**src/rtl/cspc_pkg.sv**
```systemverilog
// ----------------------------------------------------------------------------
// Compressor start and protect controller: package
// Field layout of the stream words, register indexes, reset values and codes.
// ----------------------------------------------------------------------------
package cspc_pkg;

    localparam int IN_DATA_W  = 48;
    localparam int IN_USED_W  = 42;
    localparam int OUT_DATA_W = 40;
    localparam int CFG_ADDR_W = 3;
    localparam int CFG_DATA_W = 16;

    localparam int VOLT_W = 14;
    localparam int TEMP_W = 12;
    localparam int FREQ_W = 12;
    localparam int TICK_W = 16;
    localparam int FLT_W  = 4;
    localparam int SEQ_W  = 2;

    // Input word layout, lowest bit first.
    localparam int IN_VDC_LSB   = 0;
    localparam int IN_PHASE_BIT = 14;
    localparam int IN_OC_BIT    = 15;
    localparam int IN_OT_BIT    = 16;
    localparam int IN_ON_BIT    = 17;
    localparam int IN_CAB_LSB   = 18;
    localparam int IN_AMB_LSB   = 30;

    localparam logic [CFG_ADDR_W-1:0] REG_DC_VOLTAGE_MIN    = 3'd0;
    localparam logic [CFG_ADDR_W-1:0] REG_TEMP_SETPOINT     = 3'd1;
    localparam logic [CFG_ADDR_W-1:0] REG_ERROR_SPAN_HIGH   = 3'd2;
    localparam logic [CFG_ADDR_W-1:0] REG_ERROR_SPAN_LOW    = 3'd3;
    localparam logic [CFG_ADDR_W-1:0] REG_FREQ_MINIMUM      = 3'd4;
    localparam logic [CFG_ADDR_W-1:0] REG_FREQ_START        = 3'd5;
    localparam logic [CFG_ADDR_W-1:0] REG_WARMUP_LEN        = 3'd6;
    localparam logic [CFG_ADDR_W-1:0] REG_HEATER_TEMP_LIMIT = 3'd7;

    localparam logic [VOLT_W-1:0]        RST_DC_VOLTAGE_MIN    = 14'd0;
    localparam logic signed [TEMP_W-1:0] RST_TEMP_SETPOINT     = 12'sd0;
    localparam logic signed [TEMP_W-1:0] RST_ERROR_SPAN_HIGH   = 12'sd50;
    localparam logic signed [TEMP_W-1:0] RST_ERROR_SPAN_LOW    = 12'sd0;
    localparam logic [FREQ_W-1:0]        RST_FREQ_MINIMUM      = 12'd300;
    localparam logic [FREQ_W-1:0]        RST_FREQ_START        = 12'd1250;
    localparam logic [TICK_W-1:0]        RST_WARMUP_LEN        = 16'd0;
    localparam logic signed [TEMP_W-1:0] RST_HEATER_TEMP_LIMIT = 12'sd100;

    localparam logic [SEQ_W-1:0] SEQ_IDLE = 2'd0;
    localparam logic [SEQ_W-1:0] SEQ_WARM = 2'd1;
    localparam logic [SEQ_W-1:0] SEQ_RUN  = 2'd2;
    localparam logic [SEQ_W-1:0] SEQ_STOP = 2'd3;

    // Bit-serial multiply and divide each take one step per operand bit.
    localparam int STEPS = FREQ_W;
    localparam int CNT_W = $clog2(STEPS);

endpackage

```
**src/rtl/cspc_interp.sv**
```systemverilog
// ----------------------------------------------------------------------------
// Compressor start and protect controller: frequency interpolator
// Bit-serial shift-add multiply, restoring divide and final offset.
// ----------------------------------------------------------------------------
module cspc_interp
    import cspc_pkg::*;
(
    input  logic                     clk,
    input  logic                     rst_n,
    input  logic                     start,
    input  logic [FREQ_W-1:0]        span_pos,
    input  logic signed [FREQ_W:0]   freq_delta,
    input  logic [FREQ_W-1:0]        span_den,
    input  logic [FREQ_W-1:0]        freq_base,
    output logic                     done,
    output logic [FREQ_W-1:0]        freq
);

    localparam logic [1:0] U_IDLE = 2'd0;
    localparam logic [1:0] U_MUL  = 2'd1;
    localparam logic [1:0] U_DIV  = 2'd2;
    localparam logic [1:0] U_FIN  = 2'd3;
    localparam logic [CNT_W-1:0] CNT_LAST = CNT_W'(STEPS - 1);

    logic [1:0]            st_reg, st_next;
    logic [CNT_W-1:0]      cnt_reg, cnt_next;
    logic [2*FREQ_W-1:0]   p_reg, p_next;
    logic [FREQ_W-1:0]     a_reg, a_next;
    logic [FREQ_W-1:0]     den_reg, den_next;
    logic [FREQ_W-1:0]     base_reg, base_next;
    logic                  neg_reg, neg_next;
    logic [FREQ_W-1:0]     freq_reg, freq_next;
    logic                  done_reg, done_next;

    logic [FREQ_W:0]       mag;
    logic [FREQ_W:0]       addend;
    logic [FREQ_W:0]       trial;
    logic                  fits;
    logic [FREQ_W:0]       diff;
    logic [FREQ_W-1:0]     quot;

    always_comb
    begin
        mag    = freq_delta[FREQ_W] ? (~freq_delta + 1'b1) : freq_delta;
        addend = p_reg[0] ? ({1'b0, p_reg[2*FREQ_W-1:FREQ_W]} + {1'b0, a_reg})
                          : {1'b0, p_reg[2*FREQ_W-1:FREQ_W]};
        trial  = {p_reg[2*FREQ_W-1:FREQ_W], p_reg[FREQ_W-1]};
        fits   = trial >= {1'b0, den_reg};
        diff   = trial - {1'b0, den_reg};
        quot   = p_reg[FREQ_W-1:0];

        st_next   = st_reg;
        cnt_next  = cnt_reg;
        p_next    = p_reg;
        a_next    = a_reg;
        den_next  = den_reg;
        base_next = base_reg;
        neg_next  = neg_reg;
        freq_next = freq_reg;
        done_next = 1'b0;

        case (st_reg)
            U_IDLE:
            begin
                if (start)
                begin
                    a_next    = span_pos;
                    p_next    = {{FREQ_W{1'b0}}, mag[FREQ_W-1:0]};
                    den_next  = span_den;
                    base_next = freq_base;
                    neg_next  = freq_delta[FREQ_W];
                    cnt_next  = '0;
                    st_next   = U_MUL;
                end
            end
            U_MUL:
            begin
                p_next   = {addend, p_reg[FREQ_W-1:1]};
                cnt_next = cnt_reg + 1'b1;
                if (cnt_reg == CNT_LAST)
                begin
                    cnt_next = '0;
                    st_next  = U_DIV;
                end
            end
            U_DIV:
            begin
                p_next   = {(fits ? diff[FREQ_W-1:0] : trial[FREQ_W-1:0]),
                            p_reg[FREQ_W-2:0], fits};
                cnt_next = cnt_reg + 1'b1;
                if (cnt_reg == CNT_LAST)
                begin
                    cnt_next = '0;
                    st_next  = U_FIN;
                end
            end
            U_FIN:
            begin
                freq_next = neg_reg ? (base_reg - quot) : (base_reg + quot);
                done_next = 1'b1;
                st_next   = U_IDLE;
            end
            default:
            begin
                st_next = U_IDLE;
            end
        endcase
    end

    always_ff @(posedge clk or negedge rst_n)
    begin
        if (!rst_n)
        begin
            st_reg   <= U_IDLE;
            cnt_reg  <= '0;
            done_reg <= 1'b0;
        end
        else
        begin
            st_reg   <= st_next;
            cnt_reg  <= cnt_next;
            done_reg <= done_next;
        end
    end

    always_ff @(posedge clk)
    begin
        p_reg    <= p_next;
        a_reg    <= a_next;
        den_reg  <= den_next;
        base_reg <= base_next;
        neg_reg  <= neg_next;
        freq_reg <= freq_next;
    end

    assign done = done_reg;
    assign freq = freq_reg;

endmodule

```
**src/rtl/compressor_start_and_protect_controller_unit.sv**
```systemverilog
// ----------------------------------------------------------------------------
// Compressor start and protect controller
// Per-tick fault monitor, compressor sequencer, frequency mapping, oil heater.
// ----------------------------------------------------------------------------
// Each request on the s_axis channel is one control tick; it produces exactly
// one result request on the m_axis channel, in order.
// The block handles one tick at a time. s_axis_tready is high only while no
// tick is being evaluated. A tick that needs no frequency interpolation goes
// through the evaluate and done states to the result register. A tick that
// runs in the interpolation band also passes through the wait state, for the
// interpolator's bit-serial multiply, bit-serial divide and final offset.
// The next tick is taken in the cycle after the result register loads.
// Results wait in an output register; the next tick is accepted while a
// result waits, and its evaluation holds before the result register until
// the receiver takes the previous result.
// The configuration port writes one register per cycle; the user must write
// it only while the block is idle, which the block itself does not enforce.
// Reset restores all register defaults, clears the sequence, faults, notify
// flag, frequency and error, and empties the output register.
// ----------------------------------------------------------------------------
module compressor_start_and_protect_controller_unit
    import cspc_pkg::*;
(
    input  logic                     clk,
    input  logic                     rst_n,
    input  logic                     cfg_wen,
    input  logic [CFG_ADDR_W-1:0]    cfg_addr,
    input  logic [CFG_DATA_W-1:0]    cfg_data,
    input  logic                     s_axis_tvalid,
    output logic                     s_axis_tready,
    // dc_voltage, ac_phase_fault, drive_overcurrent, drive_overheat,
    // system_on, cabinet_temp, ambient_temp, zero fill
    input  logic [IN_DATA_W-1:0]     s_axis_tdata,
    output logic                     m_axis_tvalid,
    input  logic                     m_axis_tready,
    // compressor_on, sequence_state, warmup_complete, fault_flags,
    // notify_user, compressor_freq, temp_error, oil_heater_on, zero fill
    output logic [OUT_DATA_W-1:0]    m_axis_tdata
);

    localparam logic [1:0] PH_IDLE = 2'd0;
    localparam logic [1:0] PH_EVAL = 2'd1;
    localparam logic [1:0] PH_WAIT = 2'd2;
    localparam logic [1:0] PH_DONE = 2'd3;
    localparam logic [TICK_W-1:0] TICK_MAX = '1;

    logic [VOLT_W-1:0]        dc_min_reg, dc_min_next;
    logic signed [TEMP_W-1:0] setpoint_reg, setpoint_next;
    logic signed [TEMP_W-1:0] span_hi_reg, span_hi_next;
    logic signed [TEMP_W-1:0] span_lo_reg, span_lo_next;
    logic [FREQ_W-1:0]        fmin_reg, fmin_next;
    logic [FREQ_W-1:0]        fstart_reg, fstart_next;
    logic [TICK_W-1:0]        ticks_reg, ticks_next;
    logic signed [TEMP_W-1:0] heat_lim_reg, heat_lim_next;

    logic [1:0]               phase_reg, phase_next;
    logic [IN_USED_W-1:0]     in_reg, in_next;
    logic [SEQ_W-1:0]         seq_reg, seq_next;
    logic [TICK_W-1:0]        count_reg, count_next;
    logic                     wflag_reg, wflag_next;
    logic [FLT_W-1:0]         fault_reg, fault_next;
    logic                     notify_reg, notify_next;
    logic [FREQ_W-1:0]        freq_reg, freq_next;
    logic signed [TEMP_W-1:0] error_reg, error_next;
    logic                     m_valid_reg, m_valid_next;
    logic [OUT_DATA_W-1:0]    m_data_reg, m_data_next;

    logic [VOLT_W-1:0]        vdc;
    logic                     sys_on;
    logic signed [TEMP_W-1:0] cab;
    logic signed [TEMP_W-1:0] amb;
    logic [FLT_W-1:0]         fault_now;
    logic                     any_fault;
    logic signed [TEMP_W:0]   d;
    logic signed [TEMP_W+1:0] pos_full;
    logic signed [TEMP_W:0]   den_full;
    logic signed [FREQ_W:0]   fdelta;
    logic                     at_high;
    logic                     at_low;
    logic signed [TEMP_W-1:0] d_sat;
    logic [TICK_W-1:0]        count_inc;
    logic                     comp_on;
    logic                     heater_on;
    logic                     u_start;
    logic                     u_done;
    logic [FREQ_W-1:0]        u_freq;

    cspc_interp u_interp (
        .clk        (clk),
        .rst_n      (rst_n),
        .start      (u_start),
        .span_pos   (pos_full[FREQ_W-1:0]),
        .freq_delta (fdelta),
        .span_den   (den_full[FREQ_W-1:0]),
        .freq_base  (fmin_reg),
        .done       (u_done),
        .freq       (u_freq)
    );

    always_comb
    begin
        vdc    = in_reg[IN_VDC_LSB +: VOLT_W];
        sys_on = in_reg[IN_ON_BIT];
        cab    = in_reg[IN_CAB_LSB +: TEMP_W];
        amb    = in_reg[IN_AMB_LSB +: TEMP_W];

        fault_now = {in_reg[IN_OT_BIT], in_reg[IN_OC_BIT], in_reg[IN_PHASE_BIT],
                     (vdc < dc_min_reg)};
        any_fault = |fault_now;

        d        = {cab[TEMP_W-1], cab} - {setpoint_reg[TEMP_W-1], setpoint_reg};
        pos_full = {d[TEMP_W], d} - {{2{span_lo_reg[TEMP_W-1]}}, span_lo_reg};
        den_full = {span_hi_reg[TEMP_W-1], span_hi_reg}
                 - {span_lo_reg[TEMP_W-1], span_lo_reg};
        fdelta   = $signed({1'b0, fstart_reg}) - $signed({1'b0, fmin_reg});
        at_high  = d >= $signed({span_hi_reg[TEMP_W-1], span_hi_reg});
        at_low   = d <= $signed({span_lo_reg[TEMP_W-1], span_lo_reg});

        if (d[TEMP_W] != d[TEMP_W-1])
        begin
            d_sat = d[TEMP_W] ? {1'b1, {(TEMP_W-1){1'b0}}} : {1'b0, {(TEMP_W-1){1'b1}}};
        end
        else
        begin
            d_sat = d[TEMP_W-1:0];
        end

        count_inc = (count_reg != TICK_MAX) ? (count_reg + 1'b1) : count_reg;
        comp_on   = (seq_reg == SEQ_WARM) || (seq_reg == SEQ_RUN);
        heater_on = !comp_on && (amb <= heat_lim_reg);
    end

    always_comb
    begin
        dc_min_next   = dc_min_reg;
        setpoint_next = setpoint_reg;
        span_hi_next  = span_hi_reg;
        span_lo_next  = span_lo_reg;
        fmin_next     = fmin_reg;
        fstart_next   = fstart_reg;
        ticks_next    = ticks_reg;
        heat_lim_next = heat_lim_reg;

        if (cfg_wen)
        begin
            case (cfg_addr)
                REG_DC_VOLTAGE_MIN:    dc_min_next   = cfg_data[VOLT_W-1:0];
                REG_TEMP_SETPOINT:     setpoint_next = cfg_data[TEMP_W-1:0];
                REG_ERROR_SPAN_HIGH:   span_hi_next  = cfg_data[TEMP_W-1:0];
                REG_ERROR_SPAN_LOW:    span_lo_next  = cfg_data[TEMP_W-1:0];
                REG_FREQ_MINIMUM:      fmin_next     = cfg_data[FREQ_W-1:0];
                REG_FREQ_START:        fstart_next   = cfg_data[FREQ_W-1:0];
                REG_WARMUP_LEN:        ticks_next    = cfg_data[TICK_W-1:0];
                REG_HEATER_TEMP_LIMIT: heat_lim_next = cfg_data[TEMP_W-1:0];
                default:               ticks_next    = ticks_reg;
            endcase
        end
    end

    always_comb
    begin
        phase_next   = phase_reg;
        in_next      = in_reg;
        seq_next     = seq_reg;
        count_next   = count_reg;
        wflag_next   = wflag_reg;
        fault_next   = fault_reg;
        notify_next  = notify_reg;
        freq_next    = freq_reg;
        error_next   = error_reg;
        m_valid_next = m_valid_reg && !m_axis_tready;
        m_data_next  = m_data_reg;
        u_start      = 1'b0;

        case (phase_reg)
            PH_IDLE:
            begin
                if (s_axis_tvalid)
                begin
                    in_next    = s_axis_tdata[IN_USED_W-1:0];
                    phase_next = PH_EVAL;
                end
            end
            PH_EVAL:
            begin
                fault_next = fault_now;
                if (any_fault)
                begin
                    notify_next = 1'b1;
                end
                phase_next = PH_DONE;
                case (seq_reg)
                    SEQ_IDLE:
                    begin
                        if (sys_on && !any_fault)
                        begin
                            seq_next   = SEQ_WARM;
                            count_next = '0;
                            wflag_next = 1'b0;
                            freq_next  = fstart_reg;
                        end
                    end
                    SEQ_WARM:
                    begin
                        if (any_fault)
                        begin
                            seq_next = SEQ_STOP;
                        end
                        else
                        begin
                            count_next = count_inc;
                            if (count_inc >= ticks_reg)
                            begin
                                wflag_next = 1'b1;
                                seq_next   = SEQ_RUN;
                            end
                        end
                    end
                    SEQ_RUN:
                    begin
                        if (any_fault || !sys_on)
                        begin
                            seq_next = SEQ_STOP;
                        end
                        else
                        begin
                            error_next = d_sat;
                            if (at_high)
                            begin
                                freq_next = fstart_reg;
                            end
                            else if (at_low)
                            begin
                                freq_next = fmin_reg;
                            end
                            else
                            begin
                                u_start    = 1'b1;
                                phase_next = PH_WAIT;
                            end
                        end
                    end
                    default:
                    begin
                        wflag_next = 1'b0;
                        if (!any_fault)
                        begin
                            seq_next = SEQ_IDLE;
                        end
                    end
                endcase
            end
            PH_WAIT:
            begin
                if (u_done)
                begin
                    freq_next  = u_freq;
                    phase_next = PH_DONE;
                end
            end
            PH_DONE:
            begin
                if (!m_valid_reg || m_axis_tready)
                begin
                    m_data_next  = {{(OUT_DATA_W-34){1'b0}}, heater_on, error_reg, freq_reg,
                                    notify_reg, fault_reg, wflag_reg, seq_reg, comp_on};
                    m_valid_next = 1'b1;
                    phase_next   = PH_IDLE;
                end
            end
            default:
            begin
                phase_next = PH_IDLE;
            end
        endcase
    end

    always_ff @(posedge clk or negedge rst_n)
    begin
        if (!rst_n)
        begin
            dc_min_reg   <= RST_DC_VOLTAGE_MIN;
            setpoint_reg <= RST_TEMP_SETPOINT;
            span_hi_reg  <= RST_ERROR_SPAN_HIGH;
            span_lo_reg  <= RST_ERROR_SPAN_LOW;
            fmin_reg     <= RST_FREQ_MINIMUM;
            fstart_reg   <= RST_FREQ_START;
            ticks_reg    <= RST_WARMUP_LEN;
            heat_lim_reg <= RST_HEATER_TEMP_LIMIT;
            phase_reg    <= PH_IDLE;
            seq_reg      <= SEQ_IDLE;
            count_reg    <= '0;
            wflag_reg    <= 1'b0;
            fault_reg    <= '0;
            notify_reg   <= 1'b0;
            freq_reg     <= '0;
            error_reg    <= '0;
            m_valid_reg  <= 1'b0;
        end
        else
        begin
            dc_min_reg   <= dc_min_next;
            setpoint_reg <= setpoint_next;
            span_hi_reg  <= span_hi_next;
            span_lo_reg  <= span_lo_next;
            fmin_reg     <= fmin_next;
            fstart_reg   <= fstart_next;
            ticks_reg    <= ticks_next;
            heat_lim_reg <= heat_lim_next;
            phase_reg    <= phase_next;
            seq_reg      <= seq_next;
            count_reg    <= count_next;
            wflag_reg    <= wflag_next;
            fault_reg    <= fault_next;
            notify_reg   <= notify_next;
            freq_reg     <= freq_next;
            error_reg    <= error_next;
            m_valid_reg  <= m_valid_next;
        end
    end

    always_ff @(posedge clk)
    begin
        in_reg     <= in_next;
        m_data_reg <= m_data_next;
    end

    assign s_axis_tready = (phase_reg == PH_IDLE);
    assign m_axis_tvalid = m_valid_reg;
    assign m_axis_tdata  = m_data_reg;

endmodule

```
**config.mk**
```make
export PLATFORM = sky130hd
export DESIGN_NAME = compressor_start_and_protect_controller_unit
export DESIGN_NICKNAME = d
export VERILOG_FILES = /design/src/rtl/cspc_pkg.sv /design/src/rtl/cspc_interp.sv /design/src/rtl/compressor_start_and_protect_controller_unit.sv
export SDC_FILE = /design/constraint.sdc
export NUM_CORES = 1
export LEC_CHECK = 0
export ABC_CLOCK_PERIOD_IN_PS = 14100
export BUFFER_PORTS_ARGS = -buffer_cell sky130_fd_sc_hd__buf_4
export CAP_MARGIN = 10
export CORE_UTILIZATION = 40
export DETAILED_ROUTE_END_ITERATION = 6
export PLACE_DENSITY_LB_ADDON = 0.08
export SLEW_MARGIN = 5
export SYNTH_ARGS = -nofsm -noshare
export SYNTH_HDL_FRONTEND = slang
export SYNTH_SLANG_ARGS = --single-unit
```
**constraint.sdc**
```tcl
create_clock -name clk -period 14.1 [get_ports clk]
set_input_delay 0 -clock clk [delete_from_list [all_inputs] [get_ports clk]]
set_output_delay 0 -clock clk [all_outputs]
set_load 0.01 [all_outputs]
```
# --- Word level (Yosys, flattened, before mapping) ---
# Cells that the tools add are included.
classes:
  n_div: 0
  n_lt_le_gt_ge: 6
  eq_ne: 34
  mux: 52
  n_addsub: 11
  bitwise: 3
  shift: 0
  n_reduce_logical: 42
  n_mul: 0
op_table:
  columns: ["operator", "n"]
  rows:
  - ["two-way mux 12 bit", 10]
  - ["one-hot mux 24 bit (3 select lines)", 1]
  - ["two-way mux 16 bit", 3]
  - ["one-hot mux 12 bit (2 select lines)", 2]
  - ["subtractor 12 bit", 4]
  - ["one-hot mux 16 bit (2 select lines)", 1]
  - ["AND reduction 2 bit", 14]
  - ["greater-or-equal comparator 13 x 12 -> 1 bit", 2]
  - ["subtractor 12 x 12 -> 13 bit", 2]
  - ["two-way mux 24 bit", 1]
  - ["two-way mux 2 bit", 11]
  - ["adder 16 x 1 -> 16 bit, second input constant", 1]
  - ["greater-or-equal comparator 16 bit", 1]
  - ["inequality test 16 bit, second input constant", 1]
  - ["one-hot mux 2 bit (4 select lines)", 2]
  - ["two-way mux 1 bit", 15]
  - ["less-than comparator 14 bit", 1]
  - ["adder 12 x 12 -> 13 bit", 1]
  - ["less-or-equal comparator 13 x 12 -> 1 bit", 1]
  - ["two-way mux 13 bit", 1]
  - ["adder 12 x 1 -> 12 bit, second input constant", 1]
  - ["adder 12 bit", 1]
  - ["equality test 3 bit, second input constant", 4]
  - ["less-or-equal comparator 12 bit", 1]
  - ["32 further kinds", 66]
word_totals:
  mem_bits_rw: 0
  n_memories: 0
  in_bits: 72
  rom_bits: 0
  regBits: 309
  wordCells: 176
  latch_bits: 0

# --- Longest topological paths before layout ---
logic_depth:
  word_depth: 9
  depth_mapped: 20
  ltp_nobuf: 19

# --- Hierarchy ---
# From an unflattened synthesis, not the netlist that was laid out.
unflattened:
  cells_unflattened: 1643
  hier_area_um2: 17868.4
modules_own_cells:
  columns: ["module", "cells_each", "area_each_um2", "instances", "seq_area_each_um2"]
  rows:
  - ["compressor_start_and_protect_controller_unit", 1164, 12583.3, 1, 6129.6]
  - ["cspc_interp", 479, 5285.1, 1, 2367.3]

# --- Worst setup path after synthesis ---
# No wires, ideal clock.
synth_path:
  kind: "register to register"
  startpoint: "register setpoint_reg[4]"
  endpoint: "register u_interp.a_reg[0], enable pin"
  path_buffers: 0
  slack_ns: 9.106
  path_stages_with_launch: 18
  t_arrival_ns: 4.596
  synth_period_minus_slack_ns: 4.994
  cell_sequence: "dfrtp_1 > inv_1 > ha_1 > and2_1 > a31oi_1 > nand2_1 > o41ai_1 > o21ai_0 > a21o_1 > a21o_1 > xor2_1 > ha_1 > and3_1 > and3_4 > a221o_1 > o31a_1 > nor3_4 > and3_1"
synth_via:
  elab_chain_cells: 8
synth_rtl:
  columns: ["element", "line_no", "text"]
  rows:
  - ["start: declaration", "compressor_start_and_protect_controller_unit.sv:48", "logic signed [TEMP_W-1:0] setpoint_reg, setpoint_next;"]
  - ["start signal: assignment", "compressor_start_and_protect_controller_unit.sv:303", "setpoint_reg <= setpoint_next;"]
  - ["subtractor 12 x 12 -> 13 bit *", "compressor_start_and_protect_controller_unit.sv:111", "d = {cab[TEMP_W-1], cab} - {setpoint_reg[TEMP_W-1], setpoint_reg};"]
  - ["less-or-equal comparator 13 x 12 -> 1 bit", "compressor_start_and_protect_controller_unit.sv:117", "at_low = d <= $signed({span_lo_reg[TEMP_W-1], span_lo_reg});"]
  - ["two-way mux 1 bit", "compressor_start_and_protect_controller_unit.sv:232", "else if (at_low)"]
  - ["two-way mux 1 bit *", "compressor_start_and_protect_controller_unit.sv:228", "if (at_high)"]
  - ["two-way mux 1 bit *", "compressor_start_and_protect_controller_unit.sv:221", "if (any_fault || !sys_on)"]
  - ["two-way mux 1 bit *", "compressor_start_and_protect_controller_unit.sv:192", "case (seq_reg)"]
  - ["two-way mux 1 bit *", "compressor_start_and_protect_controller_unit.sv:175", "case (phase_reg)"]
  - ["AND reduction 2 bit (no line) *", null, null]
  - ["end signal: assignment", "cspc_interp.sv:129", "a_reg <= a_next;"]
  - ["end: declaration", "cspc_interp.sv:28", "logic [FREQ_W-1:0] a_reg, a_next;"]
# Mark *: on every way between the ends. The rest lies on a longest branch, timed or not.
# A chain may end at the register's enable or synchronous reset.

# --- Worst setup path after layout ---
layout_path:
  startpoint: "register setpoint_reg[4]"
  endpoint: "register freq_reg[7]"
layout_via:
  elab_chain_cells: 6
layout_rtl:
  columns: ["element", "line_no", "text"]
  rows:
  - ["subtractor 12 x 12 -> 13 bit *", "compressor_start_and_protect_controller_unit.sv:111", null]
  - ["greater-or-equal comparator 13 x 12 -> 1 bit", "compressor_start_and_protect_controller_unit.sv:116", "at_high = d >= $signed({span_hi_reg[TEMP_W-1], span_hi_reg});"]
  - ["two-way mux 12 bit", "compressor_start_and_protect_controller_unit.sv:228", null]
  - ["two-way mux 12 bit", "compressor_start_and_protect_controller_unit.sv:221", null]
  - ["one-hot mux 12 bit (2 select lines)", "compressor_start_and_protect_controller_unit.sv:192", null]
  - ["one-hot mux 12 bit (2 select lines)", "compressor_start_and_protect_controller_unit.sv:175", null]
  - ["end signal: assignment", "compressor_start_and_protect_controller_unit.sv:316", "freq_reg <= freq_next;"]
  - ["end: declaration", "compressor_start_and_protect_controller_unit.sv:63", "logic [FREQ_W-1:0] freq_reg, freq_next;"]
# Mark *: on every way between the ends. The rest lies on a longest branch, timed or not. The select of a mux whose other input is x is not followed.

==> flow_metrics.env <==
export IMPL_placed_cell_area_um2=18900
export IMPL_max_slew_margin_rel=0.283
export IMPL_status="complete, no violations"
export IMPL_cpPeakStageDelay_ps=530
export IMPL_grt_pass1_wl_mm=66.7
export IMPL_hp_class="input port to flop"
export IMPL_drt_iter0_drc=600
export IMPL_cts_buffers=38
export IMPL_powerDensity_nw_per_um2=209
export IMPL_root_buffer="clkbuf_16"
export IMPL_grt_ovfl_total=0
export IMPL_layout_drive_gt1_share=0.148
export IMPL_synth_seq_area_share=0.484
export IMPL_clk_path_buf_depth=3
export IMPL_async_flop_share=0.518
export IMPL_crit_family="compound AO/OA/AOI/OAI gates"
export IMPL_drc=0
export IMPL_worst_slack_ps=8410
export IMPL_required_ps=14520
export IMPL_synth_edff_count=149
export IMPL_place_ws_ps=8400
export IMPL_drv_slew=0
export IMPL_wl_per_cell_um=17.3
export IMPL_start_util=0.407
export IMPL_tns_ps=0
export IMPL_netlist_area_um2=17600
export IMPL_critPathKind="flop to flop"
export IMPL_place_congestion=0.826
export IMPL_timing_fmax_ghz=0.176
export IMPL_synth_cell_type_count=87
export IMPL_grt_pass1_vias=12300
export IMPL_boundaryPins=114
export IMPL_num_antenna_cells=0
export IMPL_clock_sinks=309
export IMPL_hold_viol=0
export IMPL_grt_use_total=0.193
export IMPL_critPathArrivalTime_ps=6100
export IMPL_synth_cells=1617
export IMPL_drt_first_pass_iters=5
export IMPL_area_growth_pct=19.4
export IMPL_dieArea_um2=44700
export IMPL_synthFlopType="edfxtp_1"
export IMPL_synth_warnings=0
export IMPL_fin_skew_ps=19.7
export IMPL_fp_dieW_um=211
export IMPL_path_max_fanout=14
export IMPL_clkSlewWorstSetupHoldPaths_ps=60
export IMPL_portBuffers=101
export IMPL_viasPerCell=5.11
export IMPL_htree_num_levels=2
export IMPL_ir_worst_vdd_mv=0.104
export IMPL_postRouteWirelength_mm=41.8
export IMPL_ys_ff_latch=309
export IMPL_rows=76
export IMPL_synth_area_per_cell_um2=10.9
export IMPL_final_area_um2=21000
export IMPL_hpwl_mm=29.9
export IMPL_finalNetCount=2027
export IMPL_clkLatencyLatePin_ps=550
export IMPL_worst_path_max_delay_cell="o21ai_2"
export IMPL_worst_slew_pin_slew_ps=1080
export IMPL_cts_setup_buffers=0
export IMPL_rsz0062_at_grt="no"
export IMPL_largest_reg_flops=42
export IMPL_start_kind="flop"
export IMPL_ant_nets=0
export IMPL_period_needed_ps=5690
export IMPL_cap_violations=0
export IMPL_path_buf_inv=1
export IMPL_antenna_found_initial=1
export IMPL_post_route_period_util=0.403
export IMPL_path_cells="inv_1 > ha_1 > and2_1 > a31oi_1 > nand2_1 > o41ai_1 > o21ai_0 > a21o_1 > a21o_1 > xor2_1 > ha_1 > and3_1 > and3_4 > a221o_1 > o31a_1 > nor2_4 > a211oi_1 > o21ai_2 > mux2_1"
export IMPL_cp_end_kind="flop"
export IMPL_core_region_area_um2=43200
export IMPL_finalSetupViolCount=0
export IMPL_vias=12300
export IMPL_die_h_um=211
export IMPL_p_leak_nw=8.94
export IMPL_hold_slack_ps=64.4
export IMPL_grt_max_degree=70
export IMPL_cts_tree="built"
## tightest hold or removal path, cell delays in order
cell     delay, ps
buf_4          140
nand2_1         70
nor3_2          30
buf_4          190
nand2_1         80
o21ai_0         70
## cell families after synthesis
| family | Yosys count | share of synthesized area |
|---|---|---|
| AND/OR/NAND/NOR | 376 | 0.104 |
| AO/OA/AOI/OAI | 368 | 0.134 |
| flip-flops | 309 | 0.484 |
| buffers and inverters | 197 | 0.0440 |
| adder cells (fa/ha/maj) | 163 | 0.119 |
| multiplexers | 107 | 0.0664 |
| XOR/XNOR | 96 | 0.0479 |
| other | 1 | 0.000214 |
## layout make-up
class / instances / area (µm²)
multi-input combinational: 1116 / 8330
clock inverter: 12 / 105
timing repair buffer: 178 / 1530
inverter: 149 / 559
sequential: 309 / 8500
clock buffer: 58 / 1200
tap: 585 / 732
fill: 3993 / 22200
## stage by stage
step | util | cells | power, mW
2_1_floorplan | - | 1622 | 2.84
3_3_place_gp | 0.439 | 2269 | 3.34
3_5_place_dp | 0.439 | 2269 | 3.37
4_1_cts | 0.485 | 2406 | 4.43
5_1_grt | 0.485 | 2407 | 4.71
6_report | 0.485 | 2407 | 4.38
## synth_stat cells (9+ instances only)
library cell | number | area (µm²)
clkbuf_1 | 33 | 124
o22ai_1 | 9 | 56.3
nand3_1 | 32 | 160
a221oi_1 | 12 | 105
nor2_1 | 96 | 360
a211oi_1 | 10 | 75.1
a21o_1 | 29 | 218
o21ai_0 | 107 | 536
mux2i_1 | 31 | 310
ha_1 | 156 | 1950
nor2b_1 | 14 | 87.6
and3_1 | 9 | 56.3
nand2b_1 | 19 | 119
xnor2_1 | 75 | 657
nand2_1 | 117 | 439
o21a_1 | 12 | 90.1
a21oi_1 | 71 | 355
nor3_1 | 20 | 100
mux2_1 | 16 | 180
dfstp_2 | 15 | 394
nand4_1 | 18 | 113
o21ai_1 | 16 | 80.1
inv_1 | 148 | 556
dfrtp_1 | 145 | 3630
edfxtp_1 | 149 | 4470
mux2_2 | 60 | 676
xor2_1 | 21 | 184
a31oi_1 | 25 | 156
a22o_1 | 9 | 78.8
## final timing paths
check | to | slack (ps) | start | cells past startpoint
max in group asynchronous | freq_reg[6] | 11980 | rst_n | 5
hold reg to reg | m_axis_tdata[15] | 440 | freq_reg[6] | 0
setup reg to reg | freq_reg[7] | 8410 | setpoint_reg[4] | 19
min in group asynchronous | dc_min_reg[10] | 400 | rst_n | 3
hold / removal | fmin_reg[5] | 60 | cfg_addr[2] | 6
setup / recovery | freq_reg[7] | 8410 | setpoint_reg[4] | 19
## layer usage
metal | vias to the layer above | share of wire | track usage
li1 | 6156 | - | -
met1 | 5869 | 0.49 | 0.270
met2 | 220 | 0.45 | 0.306
met3 | 58 | 0.036 | 0.0279
met4 | 0 | 0.027 | 0.0667
met5 | - | 0 | 0
## layout by cell type, fill, tap and decap left out, types with 8 or more instances in the layout
cell type      count
a211oi_1          10
a21o_1            29
a21oi_1           71
a221oi_1          12
a22o_1             9
a31oi_1           25
and3_1             9
buf_4            109
clkbuf_1          10
clkbuf_16         45
dfrtp_1          145
dfstp_2           15
dlygate4sd3_1     66
edfxtp_1         149
ha_1             156
inv_1            148
mux2_1            16
mux2_2            60
mux2i_1           31
nand2_1          117
nand2b_1          19
nand3_1           32
nand4_1           18
nor2_1            96
nor2b_1           14
nor3_1            18
o211ai_1           8
o21a_1            12
o21ai_0          107
o21ai_1           16
o22ai_1            9
xnor2_1           75
xor2_1            21
## where the power goes
group	internal [mW]	leakage (nW)	switching, mW
logic	0.819	4.95	1.09
registers	1.29	3.35	0.161
clock network	0.626	0.646	0.393
total	2.74	8.94	1.64
## repair_timing
item	in CTS	in global routing
endpoints found under the hold margin	194	0
hold buffers	67	0
gates resized for setup	0	0
Note: power is estimated with default switching activity, not from simulation.
